`src/hdl/msws_pkg.sv`:
```
// Shared constants, codes and controller/datapath types for the window statistics core.
// No dependencies; every other file refers to this package by scoped names.
package msws_pkg;

	localparam int MAX_PASSES = 16;
	localparam int WINDOW     = 64;

	localparam int PASS_W = (MAX_PASSES > 1) ? $clog2(MAX_PASSES) : 1;
	localparam int POS_W  = $clog2(MAX_PASSES + 1);
	localparam int WIN_W  = (WINDOW > 1) ? $clog2(WINDOW) : 1;
	localparam int FILL_W = $clog2(WINDOW + 1);
	localparam int DEPTH  = MAX_PASSES * WINDOW;
	localparam int ADDR_W = (DEPTH > 1) ? $clog2(DEPTH) : 1;
	localparam int SUM_W  = 32 + FILL_W;
	localparam int DCNT_W = $clog2(SUM_W + 1);

	localparam logic KIND_STATUS  = 1'b0;
	localparam logic KIND_SUMMARY = 1'b1;

	typedef enum logic [1:0] {
		CMD_ENTRY   = 2'd0,
		CMD_EMPTY   = 2'd1,
		CMD_SUMMARY = 2'd2,
		CMD_NONE    = 2'd3
	} cmd_t;

	typedef enum logic [1:0] {
		CODE_SAME     = 2'd0,
		CODE_CHANGED  = 2'd1,
		CODE_REJECTED = 2'd2,
		CODE_TRUNC    = 2'd3
	} code_t;

	typedef enum logic [1:0] {
		FST_REJECTED = 2'd0,
		FST_SAME     = 2'd1,
		FST_CHANGED  = 2'd2,
		FST_TRUNC    = 2'd3
	} fstat_t;

	typedef enum logic [3:0] {
		S_IDLE,
		S_STEP,
		S_CLOSE,
		S_EMIT_STATUS,
		S_SUM_SEL,
		S_SUM_RD,
		S_SUM_ACC,
		S_DIV_INIT,
		S_DIV,
		S_EMIT_SUM
	} state_t;

	typedef struct packed {
		logic latch_in;
		logic do_step;
		logic do_close;
		logic load_status;
		logic sum_init;
		logic sum_next;
		logic sum_begin;
		logic acc;
		logic div_begin;
		logic div_step;
		logic load_sum;
	} ctl_cmd_t;

	typedef struct packed {
		cmd_t cmd;
		logic fend;
		logic sel_end;
		logic fill_zero;
		logic acc_last;
		logic div_done;
		logic out_free;
	} dp_sts_t;

endpackage

```
`src/hdl/msws_ctrl.sv`:
```
// Sequencing state machine of the window statistics core.
// Depends on msws_pkg; drives msws_dpath through command/status structs.
module msws_ctrl (
	input  logic              clk,
	input  logic              arst_n,
	input  logic              in_valid,
	output logic              in_ready,
	input  msws_pkg::dp_sts_t sts,
	output msws_pkg::ctl_cmd_t cmd
);

	msws_pkg::state_t state_q, state_d;

	// Hold state
	always_ff @(posedge clk or negedge arst_n) begin
		if (!arst_n) state_q <= msws_pkg::S_IDLE;
		else         state_q <= state_d;
	end

	// Next state
	always_comb begin
		state_d = state_q;
		case (state_q)
			msws_pkg::S_IDLE: begin
				if (in_valid) begin
					case (sts.cmd)
						msws_pkg::CMD_ENTRY, msws_pkg::CMD_EMPTY: state_d = msws_pkg::S_STEP;
						msws_pkg::CMD_SUMMARY:                    state_d = msws_pkg::S_SUM_SEL;
						default:                                  state_d = msws_pkg::S_IDLE;
					endcase
				end
			end
			msws_pkg::S_STEP: begin
				if (sts.cmd == msws_pkg::CMD_EMPTY || sts.fend) state_d = msws_pkg::S_CLOSE;
				else                                            state_d = msws_pkg::S_IDLE;
			end
			msws_pkg::S_CLOSE:       state_d = msws_pkg::S_EMIT_STATUS;
			msws_pkg::S_EMIT_STATUS: if (sts.out_free) state_d = msws_pkg::S_IDLE;
			msws_pkg::S_SUM_SEL: begin
				if (sts.sel_end)         state_d = msws_pkg::S_IDLE;
				else if (!sts.fill_zero) state_d = msws_pkg::S_SUM_RD;
			end
			msws_pkg::S_SUM_RD:  state_d = msws_pkg::S_SUM_ACC;
			msws_pkg::S_SUM_ACC: begin
				if (sts.acc_last) state_d = msws_pkg::S_DIV_INIT;
				else              state_d = msws_pkg::S_SUM_RD;
			end
			msws_pkg::S_DIV_INIT: state_d = msws_pkg::S_DIV;
			msws_pkg::S_DIV:      if (sts.div_done) state_d = msws_pkg::S_EMIT_SUM;
			msws_pkg::S_EMIT_SUM: if (sts.out_free) state_d = msws_pkg::S_SUM_SEL;
			default:              state_d = msws_pkg::S_IDLE;
		endcase
	end

	// Commands
	always_comb begin
		cmd      = '0;
		in_ready = 1'b0;
		case (state_q)
			msws_pkg::S_IDLE: begin
				in_ready     = 1'b1;
				cmd.latch_in = in_valid;
				cmd.sum_init = in_valid;
			end
			msws_pkg::S_STEP:        cmd.do_step     = 1'b1;
			msws_pkg::S_CLOSE:       cmd.do_close    = 1'b1;
			msws_pkg::S_EMIT_STATUS: cmd.load_status = sts.out_free;
			msws_pkg::S_SUM_SEL: begin
				cmd.sum_next  = !sts.sel_end && sts.fill_zero;
				cmd.sum_begin = !sts.sel_end && !sts.fill_zero;
			end
			msws_pkg::S_SUM_ACC:  cmd.acc       = 1'b1;
			msws_pkg::S_DIV_INIT: cmd.div_begin = 1'b1;
			msws_pkg::S_DIV:      cmd.div_step  = 1'b1;
			msws_pkg::S_EMIT_SUM: begin
				cmd.load_sum = sts.out_free;
				cmd.sum_next = sts.out_free;
			end
			default: cmd = '0;
		endcase
	end

endmodule

```
`config.mk`:
```
export PLATFORM = sky130hd
export DESIGN_NAME = msws_ctrl
export DESIGN_NICKNAME = d
export VERILOG_FILES = /design/src/hdl/msws_pkg.sv /design/src/hdl/msws_ctrl.sv
export SDC_FILE = /design/constraint.sdc
export NUM_CORES = 1
export LEC_CHECK = 0
export BUFFER_PORTS_ARGS = -buffer_cell sky130_fd_sc_hd__buf_4
export CAP_MARGIN = 10
export CORE_AREA = 2 2 39 41
export CTS_CLUSTER_DIAMETER = 30
export DETAILED_ROUTE_END_ITERATION = 7
export DIE_AREA = 0 0 41 43
export REMOVE_ABC_BUFFERS = 1
export SYNTH_ARGS = -nofsm -noshare
export SYNTH_HDL_FRONTEND = slang
export SYNTH_SLANG_ARGS = --single-unit
```
`constraint.sdc`:
```
create_clock -name clk -period 2.2 [get_ports clk]
set_input_delay 0.22 -clock clk [delete_from_list [all_inputs] [get_ports clk]]
set_output_delay 0.22 -clock clk [all_outputs]
set_load 0.005 [all_outputs]
```
==> run metrics <==
clock slew at reported path FFs 0.03 ns; WP data arrival 1.62 ns; period utilization 0.835; cts hold-fix bufs 1; number of global-route vias before repair 428; Vias 463; area leader, netlist dfrtp_1; count of final setup violators 0; vias per cell 4.98; hpwl dp 853 um; port buffer count 22; number of CTS-inserted buffers 3; Yosys reg bits 4; crit path capture type output pin; # IOs 23; drc violations 0; clk buf depth 2; R2R Path Start state_q[1]; RSZ-0062 raised after global routing no; max cap viols 0; global-route wire length before repair 1.67 mm; Setup Skew 0.00388 ns; GRT overflow 0; cts repair resizes 0; row cnt 14; insertion delay to the later sink of the worst-skew pair 0.23 ns; r2r endpoint state_q[3]; nets 90; core area 1380 um2; max FFs per register 4; Slew headroom 0.634; setup TNS 0 ns; startpoint types register; Area contributors post-synth dfrtp_1 (21%), nor4_4 (8.8%), buf_6 (7.0%), mux2_4 (6.2%), nor2_1 (4.7%); worst r2r path cells 4; YS warnings 0; pwr dens 1150 nW/um2; area grow syn2layout 35.1%; final hold viol count 0; final core occ 0.470; status finished, final reports clean; most common cell after layout, fill and taps aside buf_4; Total GRT Usage 0.139; Final min period 1.84 ns; library cells used by synthesis 28; worst reg2reg setup slack 0.54 ns; DRT Pass-1 Iters 2; die footprint 1760 um2; htree depth 1; Slew Limit Fails 0; Synth top area share 0.208; Cells after Synth 56; antenna viol nets, final 0; Max Fclk 0.544 GHz; Die W 41 um; iteration-0 DRC count of the detailed router 2; clock root buffer clkbuf_4; clk sink count 4; Peak supply drop 0.368 mV; Die Y 43 um; sequential fraction of the synthesis area 0.208; worst-path fanout max 14; Post-CTS Setup Inserts 0; hold slack 0.313 ns; min-delay worst type input port to register; most frequent cells in the layout buf_4 (22), nor2_1 (6); DR WL/cell 12.0 um; share of layout cells above drive strength 1 0.429; Antenna diodes 0; Worst Tran Pin Value 0.548 ns; CTS tree done; initial antenna violation count 0; largest net degree at the start of global routing 15; hold depth 3; critical path class register to output pin; hold wc startpoint sts[3]; Top reg by flops state_q; number of fill cells 136; leakage power 0.313 nW; Total Wirelength 1.12 mm; Hold EP state_q[0]; Largest regs state_q (4); Worst EP required 1.98 ns; syn_area_per_cell 8.60 um2; Starting Density 0.348; Post-Syn Area 482 um2; GP Congestion 0.756
worst max-delay path, cell delays in order, from the launching register on:
cell,delay (ns)
dfrtp_1,0.68
nor2b_1,0.28
and4_1,0.25
a21o_1,0.09
buf_4,0.10
how the worst max path moves through the flow:
| stage | start | end | slack [ns] | cells after the start |
|---|---|---|---|---|
| after floorplan | state_q[1] | state_q[3] | 0.65 | 4 |
| after global placement | state_q[0] | cmd[5] | 0.58 | 4 |
| after detailed placement | state_q[1] | state_q[3] | 0.55 | 4 |
| after CTS | state_q[0] | cmd[5] | 0.36 | 4 |
| after global routing | state_q[0] | cmd[5] | 0.27 | 4 |
| final | state_q[0] | cmd[5] | 0.36 | 4 |
cell usage after synthesis, drive strengths merged:
cell type / instances
a211oi: 1
a21o: 1
a21oi: 4
a221oi: 1
and2: 2
and3: 1
and4: 1
buf: 5
dfrtp: 4
inv: 4
mux2: 2
nand2: 4
nand2b: 3
nor2: 6
nor2b: 3
nor3: 3
nor4: 3
o211ai: 1
o21ai: 2
o311ai: 1
o31a: 1
or2: 1
or4b: 1
xor2: 1
through the flow:
step	total power, mW	setup slack, ns	area, um2	std cells
after floorplan	0.478	0.652	433	51
after global placement	0.657	0.580	618	89
after detailed placement	0.659	0.547	618	89
after CTS	0.749	0.359	651	93
after global routing	0.808	0.275	651	93
final	0.747	0.363	651	93
logic make-up after synthesis:
group	Yosys count	synth area share
simple gates	28	0.405
compound gates	12	0.174
buf+inv	9	0.132
flops	4	0.208
mux	2	0.0623
xor+xnor	1	0.0182
per-layer routing:
layer	up-vias	share of wire	track usage
met5	-	0	0
li1	241	-	-
met3	2	0.046	0
met1	206	0.44	0.161
met2	14	0.50	0.228
met4	0	0.013	0.100
power by group:
group | leakage, nW | total (mW) | switching [mW] | internal (mW)
sequential | 0.0519 | 0.235 | 0.130 | 0.105
combinational | 0.247 | 0.425 | 0.183 | 0.242
clock | 0.0138 | 0.0870 | 0.0262 | 0.0608
total | 0.313 | 0.747 | 0.339 | 0.407
cell type report:
type | instances | area, um2 | area share
multi-input cells | 43 | 318 | 0.488
clock buffers | 3 | 22.5 | 0.0346
well taps | 16 | 20.0 | 0.0308
flip-flops and latches | 4 | 100 | 0.154
inverters | 4 | 15.0 | 0.0231
repair buffers | 23 | 175 | 0.269
No activity file was read; power rests on OpenSTA's default activity.
